## src/rtl/core/c3nc_pkg.sv

```systemverilog
// c3nc_pkg: types, widths and constants of the normalized 3x3 convolution
// no dependencies; used by the interfaces, the datapath modules and the checker
`default_nettype none

package c3nc_pkg;

  localparam int PIX_W    = 8;
  localparam int COEF_W   = 16;
  localparam int NTAP     = 9;
  localparam int NROW     = 3;
  localparam int NCOL     = 3;
  localparam int ROW_W    = NCOL * COEF_W;
  localparam int PROD_W   = 24;   // pixel times coefficient, signed
  localparam int RSUM_W   = 26;   // three products
  localparam int ACC_W    = 28;   // nine products
  localparam int MAG_W    = 27;   // magnitude of the product sum
  localparam int Q_W      = 16;   // quotient bits produced by the divider chain
  localparam int DROW_W   = 18;   // three coefficients
  localparam int DSUM_W   = 20;   // nine coefficients
  localparam int DIV_W    = 19;   // magnitude of the divisor
  localparam int REM_W    = DIV_W;
  localparam int HI_W     = MAG_W - Q_W;
  localparam int NFRONT   = 4;
  localparam int NCELL    = Q_W;
  localparam int NSTAGE   = NFRONT + NCELL + 1;
  localparam int RES_W    = 16;

  localparam logic [RES_W-1:0] PIX_MAX = RES_W'(255);
  localparam logic [RES_W-1:0] S_MAX   = 16'h7FFF;
  localparam logic [RES_W-1:0] S_MIN   = 16'h8000;

  typedef enum logic [1:0] {
    REG_COEF_TOP   = 2'd0,
    REG_COEF_MID   = 2'd1,
    REG_COEF_BOT   = 2'd2,
    REG_OUT_SIGNED = 2'd3
  } cfg_idx_t;

  typedef logic signed [COEF_W-1:0] coef_t;

  typedef struct packed {
    logic [PIX_W-1:0] pix_top_left;
    logic [PIX_W-1:0] pix_top_mid;
    logic [PIX_W-1:0] pix_top_right;
    logic [PIX_W-1:0] pix_mid_left;
    logic [PIX_W-1:0] pix_mid_mid;
    logic [PIX_W-1:0] pix_mid_right;
    logic [PIX_W-1:0] pix_bot_left;
    logic [PIX_W-1:0] pix_bot_mid;
    logic [PIX_W-1:0] pix_bot_right;
  } in_item_t;

  typedef struct packed {
    logic signed [RES_W-1:0] result_value;
  } out_item_t;

  // one step of the long division: partial remainder, remaining dividend
  // bits on the left and quotient bits filling in from the right
  typedef struct packed {
    logic [REM_W-1:0] rem;
    logic [Q_W-1:0]   lq;
    logic             neg;
    logic             ovf;
  } div_stage_t;

endpackage

`default_nettype wire

```

## src/rtl/core/c3nc_front.sv

```systemverilog
// c3nc_front: product lanes, row sums, total and magnitude/overflow stage
// depends on c3nc_pkg; feeds the first divider cell
`default_nettype none

module c3nc_front import c3nc_pkg::*; (
  input  wire logic              clk,
  input  wire logic              rst_n,
  input  wire logic [NFRONT-1:0] en,
  input  wire logic              in_valid,
  input  wire in_item_t          pix,
  input  wire coef_t             coef [NTAP],
  input  wire logic [DIV_W-1:0]  dabs,
  input  wire logic              dneg,
  output logic      [NFRONT-1:0] v,
  output div_stage_t             st
);

  logic [NFRONT-1:0]        v_r;
  logic [PIX_W-1:0]         p      [NTAP];
  logic signed [PROD_W:0]   full   [NTAP];
  logic signed [PROD_W-1:0] prod_r [NTAP];
  logic signed [RSUM_W-1:0] rsum_nxt [NROW];
  logic signed [RSUM_W-1:0] rsum_r [NROW];
  logic signed [ACC_W-1:0]  acc_nxt;
  logic signed [ACC_W-1:0]  acc_r;
  logic [ACC_W-1:0]         mag_full;
  logic [MAG_W-1:0]         mag;
  div_stage_t               st_nxt;
  div_stage_t               st_r;

  assign p[0] = pix.pix_top_left;
  assign p[1] = pix.pix_top_mid;
  assign p[2] = pix.pix_top_right;
  assign p[3] = pix.pix_mid_left;
  assign p[4] = pix.pix_mid_mid;
  assign p[5] = pix.pix_mid_right;
  assign p[6] = pix.pix_bot_left;
  assign p[7] = pix.pix_bot_mid;
  assign p[8] = pix.pix_bot_right;

  always_comb begin
    for (int i = 0; i < NTAP; i++) begin
      full[i] = $signed({1'b0, p[i]}) * coef[i];
    end
    for (int r = 0; r < NROW; r++) begin
      rsum_nxt[r] = RSUM_W'(prod_r[r*NCOL]) + RSUM_W'(prod_r[r*NCOL+1])
                  + RSUM_W'(prod_r[r*NCOL+2]);
    end
    acc_nxt = ACC_W'(rsum_r[0]) + ACC_W'(rsum_r[1]) + ACC_W'(rsum_r[2]);
  end

  // magnitude split: high bits start the remainder, low bits go through the cells
  always_comb begin
    mag_full   = acc_r[ACC_W-1] ? ACC_W'(-acc_r) : ACC_W'(acc_r);
    mag        = mag_full[MAG_W-1:0];
    st_nxt.rem = {{(REM_W-HI_W){1'b0}}, mag[MAG_W-1:Q_W]};
    st_nxt.lq  = mag[Q_W-1:0];
    st_nxt.neg = acc_r[ACC_W-1] ^ dneg;
    st_nxt.ovf = ({{(DIV_W-HI_W){1'b0}}, mag[MAG_W-1:Q_W]} >= dabs);
  end

  always_ff @(posedge clk) begin
    if (!rst_n) begin
      v_r <= '0;
    end else begin
      if (en[0]) v_r[0] <= in_valid;
      for (int k = 1; k < NFRONT; k++) begin
        if (en[k]) v_r[k] <= v_r[k-1];
      end
    end
  end

  always_ff @(posedge clk) begin
    if (en[0]) begin
      for (int i = 0; i < NTAP; i++) prod_r[i] <= full[i][PROD_W-1:0];
    end
    if (en[1]) begin
      for (int r = 0; r < NROW; r++) rsum_r[r] <= rsum_nxt[r];
    end
    if (en[2]) acc_r <= acc_nxt;
    if (en[3]) st_r <= st_nxt;
  end

  assign v  = v_r;
  assign st = st_r;

endmodule

`default_nettype wire

```

## config.mk

```make
export PLATFORM = sky130hd
export DESIGN_NAME = c3nc_front
export DESIGN_NICKNAME = d
export VERILOG_FILES = /design/src/rtl/core/c3nc_pkg.sv /design/src/rtl/core/c3nc_front.sv
export SDC_FILE = /design/constraint.sdc
export NUM_CORES = 2
export LEC_CHECK = 0
export BUFFER_PORTS_ARGS = -buffer_cell sky130_fd_sc_hd__clkbuf_2
export CAP_MARGIN = 15
export CORE_AREA = 2 2 380 382
export DETAILED_ROUTE_END_ITERATION = 8
export DIE_AREA = 0 0 382 384
export MAX_ROUTING_LAYER = met4
export PLACE_DENSITY_LB_ADDON = 0.1
export SKIP_CTS_REPAIR_TIMING = 1
export SLEW_MARGIN = 20
export SYNTH_ARGS = -nofsm -noshare
export SYNTH_HDL_FRONTEND = slang
export SYNTH_SLANG_ARGS = --single-unit
export TNS_END_PERCENT = 100
```

## constraint.sdc

```tcl
create_clock -name clk -period 7.2 [get_ports clk]
set_clock_uncertainty 0.2 [all_clocks]
set_input_delay 0.36 -clock clk [delete_from_list [all_inputs] [get_ports clk]]
set_output_delay 0.36 -clock clk [all_outputs]
set_load 0.005 [all_outputs]
```

==> metrics.md <==
| Metric | Value |
|---|---|
| Share of the synthesized area in the top cell type | 0.3452 |
| Die height | 384 um |
| Cts bufs inserted | 42 |
| Chip width | 382 um |
| Mapped Area | roughly 0.058 sq mm |
| Ys async rst share | 0 |
| Critical path endpoint category | flop |
| Nets@finish | around 8000 |
| Number of clock sinks | 355 |
| RSZ-0062 raised after global routing | false |
| Total Wirelength | ~140 mm |
| Setup violators final | 0 |
| Top cells by instance count after synthesis | inv_1, fa_1, nand2_1 |
| Number of synthesized flops with an enable pin | 351 |
| Antenna violations before repair | 2 |
| Worst Tran Pin Value | roughly 1.0 ns |
| VDD IR max | 0.2995 mV |
| Critical path's slowest cell | o41ai_1 |
| Vias per cell | around 4.9 |
| Top cells by area, synth | fa_1, edfxtp_1, ha_1, inv_1, and2_1 |
| Clock Tree Buf Depth | 3 |
| Rel. slew slack | 0.3039 |
| Largest net degree at the start of global routing | between 100 and 150 |
| Critical path fanouts, max | 16 |
| Hold Path Class | in2reg |
| Worst-path cell chain | clkbuf_2, nand2_1, fa_1, inv_1, fa_1, inv_1, fa_1, fa_1, inv_1, ha_1, and2_1, a311oi_1, a211oi_1, o41ai_1, nand2_1, a31o_2, a21oi_1, xnor2_1 |
| TritonCTS clock tree | done |
| Drt first pass iters | 5 |
| Die ar. | 0.1467 sq mm |
| Power Dens Cells | just over 500 mW/mm^2 |
| Io pins | around 280 |
| # rows | around 140 |
| GP Congestion | between 0.8 and 0.9 |
| WL per Instance | about 17 um |
| Hold Path Stages | 1 |
| Status | completed |
| Maxcap violations | 0 |
| FF-to-FF path depth | 15 |
| Detailed placer's ending HPWL | 116.7 mm |
| Worst EP arrival | about 5.2 ns |
| Total negative slack | 0 ns |
| Layout cells sized above 1 | 0.05771 |
| Area leader, netlist | fa_1 |
| WHS | between 0.02 and 0.03 ns |
| WP data required | approximately 7.3 ns |
| GRT Overall Usage | 0.2024 |
| Cells after synthesis | ~6000 |
| Final Hold Vio Count | 0 |
| Ys Warns | 0 |
| First-pass GRT wire length | about 230 mm |
| Primary FF master, synth | edfxtp_1 |
| Core region area | between 0.1 and 0.15 sq mm |
| Final Power | around 32000 uW |
| Cells after DPL | 8099 |
| Initial Utilization | 0.4069 |
| Syn Area/Cell | roughly 9.7 sq um |
| Max incr delay on CP | 0.57 ns |
| Final antenna-violating net count | 0 |
| Max Freq | 0.1963 GHz |
| Root Driver | clkbuf_16 |
| Iteration-0 DRC Markers | around 2100 |
| Post-route DRC | 0 |
| Worst skew pair latency | a little under 0.6 ns |
| Most frequent cell after synthesis | inv_1 |
| Final max-slew violation count | 0 |
| Most used cell, CP | fa_1 |
| FILL cells | about 14000 |
| Leak | approximately 0.031 uW |
| Period utilisation layout | 0.7076 |
| H-Tree Depth | 2 |
| Distinct cells, synth | 71 |
| Syn-to-layout area delta | 8.355% |
| Port bufs | between 200 and 300 |
| Congestion Overflow GR | 0 |
| Via count | approximately 40000 |
| Worst Setup Start Kind | input port |
| Sequential element share of the synthesized area | 0.1828 |
| Yosys reg bits | approximately 360 |
| WS Path Type | in2reg |
| Vias in the first global route | 42230 |
| Post-route minimum period | roughly 5.1 ns |
| Non-Filler Instances | between 8000 and 9000 |
| Clk pin slew, worst setup/hold paths | 0.07 ns |
## path summary, 6_finish.rpt
path | startpoint | slack (ns) | to
min | en[0] | 0.03 | prod_r[0][190]$_DFFE_PP_
max | pix[16] | 2.11 | prod_r[0][167]$_DFFE_PP_
max reg2reg | acc_r[5]$_DFFE_PP_ | 2.90 | st[0]$_DFFE_PP_
min reg2reg | v[3]$_SDFFE_PN0P_ | 0.33 | v[3]$_SDFFE_PN0P_
## area by class of cell
type	instances	area, sq um	share of cell area
diodes	2	5.005	0.00007949
clock buffers	46	1087	0.01727
clock inverters	28	332.8	0.005286
inverters	1467	5507	0.08746
multi-input cells	4097	41580	0.6604
flip-flops and latches	355	10620	0.1687
well taps	1903	2381	0.03782
repair buffers	280	1446	0.02297
## critical path, delay by kind of cell
kind	cells	cell delay, ns
AO/OA/AOI/OAI	5	1.54
XOR/XNOR	1	0.08
adder cells (fa/ha/maj)	5	2.34
buffers and inverters	4	0.44
AND/OR/NAND/NOR	3	0.42
## layer usage
metal / track usage / vias to the layer above / routed length (um)
li1: - / 19040 / -
met1: 0.2916 / 20210 / 68140
met2: 0.3227 / 592 / 65020
met3: 0.01478 / 84 / 4182
met4: 0.02457 / 0 / 1532
met5: - / - / 0
## logic make-up (layout without fill, tap and decap cells)
kind of cell	count (synthesis)	count (layout)	synth area share
AOI/OAI and AO/OA	697	697	0.07761
other	1	10	0.00006454
muxes	7	7	0.001227
DFF	355	355	0.1828
buffers and inverters	1572	1821	0.1021
adders and majority gates	1535	1535	0.4600
xor gates and xnor gates	307	307	0.04628
and+or+nand+nor	1543	1543	0.1300
## flip-flops by register name (all words and copies together), names as in the netlist
| name | flops |
|---|---|
| v | 4 |
| rsum_r | 78 |
| acc_r | 28 |
| st | 29 |
| prod_r | 216 |
## layout by cell type (no fill, tap or decap), drive strengths merged, types with 23 or more instances in the layout
cell / instances
a211oi: 32
a21o: 105
a21oi: 211
and2: 517
clkbuf: 319
edfxtp: 351
fa: 1002
ha: 533
inv: 1470
nand2: 725
nand2b: 35
nand3: 34
nor2: 112
nor2b: 29
o21a: 36
o21ai: 130
o21bai: 34
o31ai: 23
xnor2: 229
xor2: 78
## report_power, final
group | switching (uW) | internal (uW)
logic | 14200 | 10300
registers | 852 | 4870
clock network | 898 | 1310
## metrics by stage
step / setup WS (ns) / utilization / cell area (sq um)
global route: 1.787 / 0.4409 / 62960
CTS: 2.118 / 0.4407 / 62920
detailed placement: 1.512 / 0.4307 / 61500
floorplan: 1.904 / - / 58130
global placement: 1.509 / 0.4307 / 61500
finish: 2.105 / 0.4409 / 62960
Note: power is estimated with default switching activity, not from simulation.
