**src/rtl/core/c3nc_pkg.sv**
```systemverilog
// c3nc_pkg: types, widths and constants of the normalized 3x3 convolution
// no dependencies; used by the interfaces, the datapath modules and the checker
`default_nettype none

package c3nc_pkg;

  localparam int PIX_W    = 8;
  localparam int COEF_W   = 16;
  localparam int NTAP     = 9;
  localparam int NROW     = 3;
  localparam int NCOL     = 3;
  localparam int ROW_W    = NCOL * COEF_W;
  localparam int PROD_W   = 24;   // pixel times coefficient, signed
  localparam int RSUM_W   = 26;   // three products
  localparam int ACC_W    = 28;   // nine products
  localparam int MAG_W    = 27;   // magnitude of the product sum
  localparam int Q_W      = 16;   // quotient bits produced by the divider chain
  localparam int DROW_W   = 18;   // three coefficients
  localparam int DSUM_W   = 20;   // nine coefficients
  localparam int DIV_W    = 19;   // magnitude of the divisor
  localparam int REM_W    = DIV_W;
  localparam int HI_W     = MAG_W - Q_W;
  localparam int NFRONT   = 4;
  localparam int NCELL    = Q_W;
  localparam int NSTAGE   = NFRONT + NCELL + 1;
  localparam int RES_W    = 16;

  localparam logic [RES_W-1:0] PIX_MAX = RES_W'(255);
  localparam logic [RES_W-1:0] S_MAX   = 16'h7FFF;
  localparam logic [RES_W-1:0] S_MIN   = 16'h8000;

  typedef enum logic [1:0] {
    REG_COEF_TOP   = 2'd0,
    REG_COEF_MID   = 2'd1,
    REG_COEF_BOT   = 2'd2,
    REG_OUT_SIGNED = 2'd3
  } cfg_idx_t;

  typedef logic signed [COEF_W-1:0] coef_t;

  typedef struct packed {
    logic [PIX_W-1:0] pix_top_left;
    logic [PIX_W-1:0] pix_top_mid;
    logic [PIX_W-1:0] pix_top_right;
    logic [PIX_W-1:0] pix_mid_left;
    logic [PIX_W-1:0] pix_mid_mid;
    logic [PIX_W-1:0] pix_mid_right;
    logic [PIX_W-1:0] pix_bot_left;
    logic [PIX_W-1:0] pix_bot_mid;
    logic [PIX_W-1:0] pix_bot_right;
  } in_item_t;

  typedef struct packed {
    logic signed [RES_W-1:0] result_value;
  } out_item_t;

  // one step of the long division: partial remainder, remaining dividend
  // bits on the left and quotient bits filling in from the right
  typedef struct packed {
    logic [REM_W-1:0] rem;
    logic [Q_W-1:0]   lq;
    logic             neg;
    logic             ovf;
  } div_stage_t;

endpackage

`default_nettype wire

```
**src/rtl/core/c3nc_div_cell.sv**
```systemverilog
// c3nc_div_cell: one restoring division step, one quotient bit per cell
// depends on c3nc_pkg; chained sixteen deep in the top level
`default_nettype none

module c3nc_div_cell import c3nc_pkg::*; (
  input  wire logic             clk,
  input  wire logic             rst_n,
  input  wire logic             en,
  input  wire logic             in_valid,
  input  wire div_stage_t       in_st,
  input  wire logic [DIV_W-1:0] dabs,
  output logic                  out_valid,
  output div_stage_t            out_st
);

  logic             valid_r;
  div_stage_t       st_r;
  div_stage_t       st_nxt;
  logic [REM_W:0]   trial;
  logic [REM_W+1:0] diff;
  logic             ge;

  always_comb begin
    trial      = {in_st.rem, in_st.lq[Q_W-1]};
    diff       = {1'b0, trial} - {2'b00, dabs};
    ge         = !diff[REM_W+1];
    st_nxt.rem = ge ? diff[REM_W-1:0] : trial[REM_W-1:0];
    st_nxt.lq  = {in_st.lq[Q_W-2:0], ge};
    st_nxt.neg = in_st.neg;
    st_nxt.ovf = in_st.ovf;
  end

  always_ff @(posedge clk) begin
    if (!rst_n) begin
      valid_r <= 1'b0;
    end else if (en) begin
      valid_r <= in_valid;
    end
  end

  always_ff @(posedge clk) begin
    if (en) st_r <= st_nxt;
  end

  assign out_valid = valid_r;
  assign out_st    = st_r;

endmodule

`default_nettype wire

```
**config.mk**
```make
export PLATFORM = sky130hd
export DESIGN_NAME = c3nc_div_cell
export DESIGN_NICKNAME = d
export VERILOG_FILES = /design/src/rtl/core/c3nc_pkg.sv /design/src/rtl/core/c3nc_div_cell.sv
export SDC_FILE = /design/constraint.sdc
export NUM_CORES = 1
export LEC_CHECK = 0
export ABC_AREA = 1
export BUFFER_PORTS_ARGS = -buffer_cell sky130_fd_sc_hd__buf_2
export CAP_MARGIN = 20
export CORE_MARGIN = 3
export CORE_UTILIZATION = 50
export CTS_CLUSTER_DIAMETER = 200
export DETAILED_ROUTE_END_ITERATION = 7
export MAX_ROUTING_LAYER = met4
export PLACE_DENSITY_LB_ADDON = 0.1
export SLEW_MARGIN = 5
export SYNTH_ARGS = -nofsm -noshare
export SYNTH_HDL_FRONTEND = slang
export SYNTH_SLANG_ARGS = --single-unit
```
**constraint.sdc**
```tcl
create_clock -name clk -period 2.3 [get_ports clk]
set_input_delay 0.23 -clock clk [delete_from_list [all_inputs] [get_ports clk]]
set_output_delay 0.23 -clock clk [all_outputs]
set_load 0.02 [all_outputs]
```
==> out/qor.txt, run 1 <==
Syn Area/Cell: 8.21 um^2
via count: 2543
crit path launch: in_st[17]
Clock Latency Late Sink: 0.28 ns
final slew viol count: 0
Post-CTS Setup Bufs: 0
reg2reg setup slack: 1.68 ns
Worst-path clk slew: 0.07 ns
1st-pass router iterations: 4
final WL: 6650 um
Ports: 98
Post-Synth Simple-Gate Area: 29.1%
largest net degree at the start of global routing: 21
GPL Wtd Cong: 0.892
status: complete, no violations
initial DRC count: 91
# nets final: 525
fraction of the mapped netlist area in adder cells: 9.35%
Worst Hold Depth: 1
Setup-failing EPs final: 0
Net Sw Power: 0.000685 W
GRT Residual Overflow: 0
DP Wirelength: 5440 um
Post-Synthesis Cells: 336
worst setup margin: 0.417 ns
antenna diode instance count: 0
Int Pwr: 0.00133 W
clock skew: 0 ns
CTS sink cnt: 38
CP Class: input pin to flop
cts-stage hold buffer count: 0
vias in the first global route: 2362
Worst R2R Start: out_valid$_SDFFE_PN0P_
hold endpoint: out_st[12]$_DFFE_PP_
num rows: 26
min-delay src: in_st[11]
R2R cell count: 2
die height: 80.3 um
synthesized cell area: 2760 um^2
Max Fclk: 0.531 GHz
Area growth, synth to finish: 25.3%
Post-CTS Resized: 0
core area: 5200 um^2
multiplexer share of the synthesized area: 0%
LEAKAGE: 1.86 nW
total die area: 6440 um^2
clock power share: 22.2%
RSZ-0062 raised after global routing: false
PortBufs: 97
TritonCTS Buffers: 5
Final Hold Vio Count: 0
CP Capture Type: flop
Comb power frac: 34.3%
CTS tree: built
Reg power frac: 43.5%
share of layout cells above drive strength 1: 30.5%
Relative slew margins: 67.6%
crit path DAT: 1.93 ns
Synth Area in XOR/XNOR: 2.86%
Die W: 80.3 um
Mapped Nets: 416
Netlist cell types: 27
min Tclk post-route: 1.88 ns
first-pass GRT wire length: 10300 um
Via density: 4.93
pre-CTS WS: 0.111 ns
Required @ worst endpoint: 2.35 ns
RR Endpoint: out_valid$_SDFFE_PN0P_
Initial Util: 53.0%
Crit Path Max Fanout: 13
DR DRC count: 0
H-tree levels: 2
pwr/cell area: 582 nW/um^2
register bit total from synthesis: 38
Critical Path Source Type: input pin
Fillers: 482
max cap viols: 0
Yosys warning count: 0
gr usage total: 21.2%
largest family of logic cells by synthesized area: simple AND/OR/NAND/NOR gates
peak supply drop: 274 uV
worst min-delay path class: input pin to flop
Net Sw Frac: 34.1%
register area share after synthesis: 41.0%
CTS Buffer Depth: 2
DR WL/cell: 12.9 um
Synth Area in Compound Gates: 7.12%
total negative slack: 0 ns
Final period util: 81.9%
initial antenna violation count: 0
Worst Tran Pin Value: 0.486 ns
Root Buffer: clkbuf_8
Detail Route Antenna Nets: 0
power groups by stage:
stage / combinational (W) / clock [W] / sequential [W]
final: 0.000689 / 0.000446 / 0.000876
after global routing: 0.000764 / 0.000484 / 0.000884
after global placement: 0.000673 / 0 / 0.000892
after CTS: 0.000690 / 0.000458 / 0.000876
after floorplan: 0.000356 / 0 / 0.00100
after detailed placement: 0.000687 / 0 / 0.000891
how the worst max path moves through the flow:
stage | end | slack (ns) | cells past startpoint
after floorplan | out_st[24]$_DFFE_PP_ | 0.34 | 10
after global placement | out_st[19]$_DFFE_PP_ | 0.17 | 11
after detailed placement | out_st[32]$_DFFE_PP_ | 0.11 | 14
after CTS | out_st[32]$_DFFE_PP_ | 0.43 | 14
after global routing | out_st[32]$_DFFE_PP_ | 0.29 | 14
final | out_st[19]$_DFFE_PP_ | 0.42 | 11
layer usage:
layer | global-route usage [%] | wire, um | vias to the layer above
met5 | - | 0 | -
met4 | 9.46 | 172 | 0
met3 | 4.15 | 542 | 21
met2 | 34.5 | 3080 | 102
met1 | 25.4 | 2850 | 1118
li1 | - | - | 1302
critical path: stages:
cell and delay, ns:
buf_2 0.08, inv_1 0.05, ha_1 0.24, fa_1 0.41
inv_1 0.09, nand3_1 0.06, nand3_1 0.21, nand3_4 0.11
nand3_4 0.21, buf_12 0.17, o21ai_2 0.06
synthesized netlist by cell type:
library cell  instances  share of area, %
nand2_2               2              0.45
edfxtp_1             37                40
nor3_2                1              0.36
o21ai_2               8               2.5
xor2_1                7               2.2
nand3b_1              4               1.1
dfxtp_1               1              0.73
and2_1                1              0.23
nor3_1                3              0.54
nand4_1               8               1.8
a21oi_4               1              0.59
ha_1                 19               8.6
nand2_1              99                13
a21oi_1              13               2.4
nor2_1               22               3.0
inv_1                66               9.0
o21ai_0               7               1.3
xnor2_1               2              0.64
o21ai_1               2              0.36
buf_6                 2              0.82
nor3_4                1              0.59
nand3_2               8               2.9
nand3_1              17               3.1
buf_12                1              0.73
fa_1                  1              0.73
and2_4                1              0.32
nand3_4               2               1.3
layout make-up:
cell class	instances	area [um^2]	area share, %
sequential	38	1130	32.7
multi-input combinational	229	1340	38.7
inverter	66	248	7.17
clock inverter	2	10.0	0.290
tap	70	87.6	2.53
clock buffer	6	72.6	2.10
timing repair buffer	105	571	16.5
sequential cells by signal, summed over array words and instances (netlist names):
signal,cells
out_st,37
out_valid,1
placed cells by master, fill, tap and decap left out, types with 13 or more instances in the layout:
| master | count |
|---|---|
| nor2_1 | 22 |
| ha_1 | 19 |
| buf_2 | 97 |
| inv_1 | 66 |
| edfxtp_1 | 37 |
| a21oi_1 | 13 |
| nand3_1 | 17 |
| nand2_1 | 99 |
per-stage QoR:
| stage | utilization, % | std cells | total power (W) | hold slack [ns] | instance area, um^2 |
|---|---|---|---|---|---|
| global placement | 64.8 | 508 | 0.00156 | 0.406 | 3370 |
| global route | 66.4 | 516 | 0.00213 | 0.103 | 3460 |
| finish | 66.4 | 516 | 0.00201 | 0.113 | 3460 |
| CTS | 66.4 | 516 | 0.00202 | 0.106 | 3460 |
| detailed placement | 64.8 | 508 | 0.00158 | 0.409 | 3370 |
| floorplan | - | 336 | 0.00136 | 0.323 | 2760 |
logic make-up after synthesis:
| family | count (synthesis) |
|---|---|
| and+or+nand+nor | 169 |
| buffers and inverters | 69 |
| DFF | 38 |
| AOI/OAI and AO/OA | 31 |
| adders and majority gates | 20 |
| xor gates and xnor gates | 9 |
Note: power is estimated with default switching activity, not from simulation.
==> run 2, diff against run 1 <==
--- a/config.mk
+++ b/config.mk
@@ -9,7 +9,7 @@
 export BUFFER_PORTS_ARGS = -buffer_cell sky130_fd_sc_hd__buf_2
 export CAP_MARGIN = 20
 export CORE_MARGIN = 3
-export CORE_UTILIZATION = 50
+export CORE_UTILIZATION = 46
 export CTS_CLUSTER_DIAMETER = 200
 export DETAILED_ROUTE_END_ITERATION = 7
 export MAX_ROUTING_LAYER = met4
==> constraint.sdc (replaced) <==
create_clock -name clk -period 1.56 [get_ports clk]
set_input_delay 0.156 -clock clk [delete_from_list [all_inputs] [get_ports clk]]
set_output_delay 0.156 -clock clk [all_outputs]
set_load 0.02 [all_outputs]
==> out/qor.txt, run 2 (synthesized netlist as in run 1, its figures left out) <==
Fillers: 423
Worst Tran Pin Value: 0.239 ns
sequential cell area: 1130 um^2
CTS Buffer Depth: 2
Critical Path Source Type: input pin
Detail Route Antenna Nets: 0
clock skew: 0 ns
commonest non-fill, non-tap cell in the layout: buf_2
GRT Residual Overflow: 0
Hold WS: 0.0333 ns
Required @ worst endpoint: 1.62 ns
Final Cell Area: 4320 um^2
Area growth, synth to finish: 56.6%
initial DRC count: 123
TritonCTS Buffers: 5
Worst-path clk slew: 0.08 ns
Finished Layout Cells: 577
crit path DAT: 1.59 ns
Via density: 4.87
GPL Wtd Cong: 0.936
post-placement cell area: 3900 um^2
Initial Util: 48.9%
M2 GR Usage: 34.0%
core area: 5640 um^2
pwr/cell area: 787 nW/um^2
peak supply drop: 529 uV
largest net degree at the start of global routing: 40
num rows: 27
share of layout cells above drive strength 1: 50.1%
Largest register FFs: 37
most frequent cells in the layout: buf_2 (94), nand2_1 (83), buf_4 (62)
multi-input logic area: 1660 um^2
CP Capture Type: flop
vias in the first global route: 2602
Crit Path Max Fanout: 8
PortBufs: 97
die height: 83.4 um
Final period util: 98.2%
total die area: 6960 um^2
Relative slew margins: 83.9%
LEAKAGE: 2.21 nW
CTS tree: built
max cap viols: 0
DP Wirelength: 5820 um
final WL: 7620 um
status: complete, no violations
Design Power: 0.00340 W
Setup-failing EPs final: 0
H-tree levels: 2
worst min-delay path class: input pin to flop
DR DRC count: 0
cts-stage hold buffer count: 0
CP Class: input pin to flop
Max Fclk: 0.653 GHz
met1 Use GR: 27.5%
min Tclk post-route: 1.53 ns
antenna diode instance count: 0
first-pass GRT wire length: 11800 um
M3 GR Usage: 4.76%
final core occ: 76.6%
via count: 2809
most used routing layer in global routing: met2
Clock Latency Late Sink: 0.29 ns
Die W: 83.4 um
DR WL/cell: 13.2 um
1st-pass router iterations: 4
Final Hold Vio Count: 0
gr usage total: 21.3%
Root Buffer: clkbuf_8
RSZ-0062 raised after global routing: true
Ports: 98
CTS sink cnt: 38
Cells after DPL: 560
initial antenna violation count: 0
# nets final: 584
final slew viol count: 0
[run 2: what timing repair did]
item / in CTS / in global routing
resized for setup: 3 / 47
cloned: 0 / 2
pin swaps: 0 / 14
buffers inserted: 0 / 7
hold endpoints to repair: 0 / 0
endpoints found under the setup margin: 14 / 20
[run 2: final cells by class]
cell class	count	area share [%]
timing repair buffer	164	25.0
clock inverter	2	0.290
inverter	66	6.08
sequential	38	26.2
clock buffer	6	1.91
multi-input combinational	229	38.4
tap	72	2.09
[run 2: where the power goes]
group          switching, W  leakage [nW]  total [W]  internal, W
logic              0.000761          1.79    0.00139     0.000631
clock network      0.000363        0.0472   0.000719     0.000355
registers         0.0000239         0.370    0.00129      0.00127
total               0.00115          2.21    0.00340      0.00225
[run 2: worst max-delay path: stages]
cell and delay (ns):
buf_6 0.08, inv_4 0.03, ha_4 0.15, fa_2 0.35, inv_2 0.08, nand3_2 0.08
nand3_4 0.10, nand3_4 0.10, nand3_4 0.21, clkbuf_16 0.19, o21ai_2 0.05
[run 2: per-layer routing]
metal  wire length, um  up-vias  part of all wire (%)
li1                  -     1420                     -
met1              3490     1267                    46
met2              3500      110                    46
met3               503       12                   6.6
met4               125        0                   1.6
met5                 0        -                     0
[run 2: final timing paths]
kind,start,to,slack (ns),cells past startpoint
max,in_st[17],out_st[18]$_DFFE_PP_,0.03,11
min,in_st[6],out_st[7]$_DFFE_PP_,0.03,1
max reg2reg,out_valid$_SDFFE_PN0P_,out_valid$_SDFFE_PN0P_,0.93,2
min reg2reg,out_valid$_SDFFE_PN0P_,out_valid$_SDFFE_PN0P_,0.55,2
[run 2: stage by stage]
step / setup slack [ns] / setup TNS (ns)
6_report: 0.0287 / 0
5_1_grt: -0.0427 / -0.503
4_1_cts: -0.00602 / -0.00602
3_5_place_dp: -0.370 / -6.25
3_3_place_gp: -0.342 / -6.19
2_1_floorplan: -0.105 / -1.65
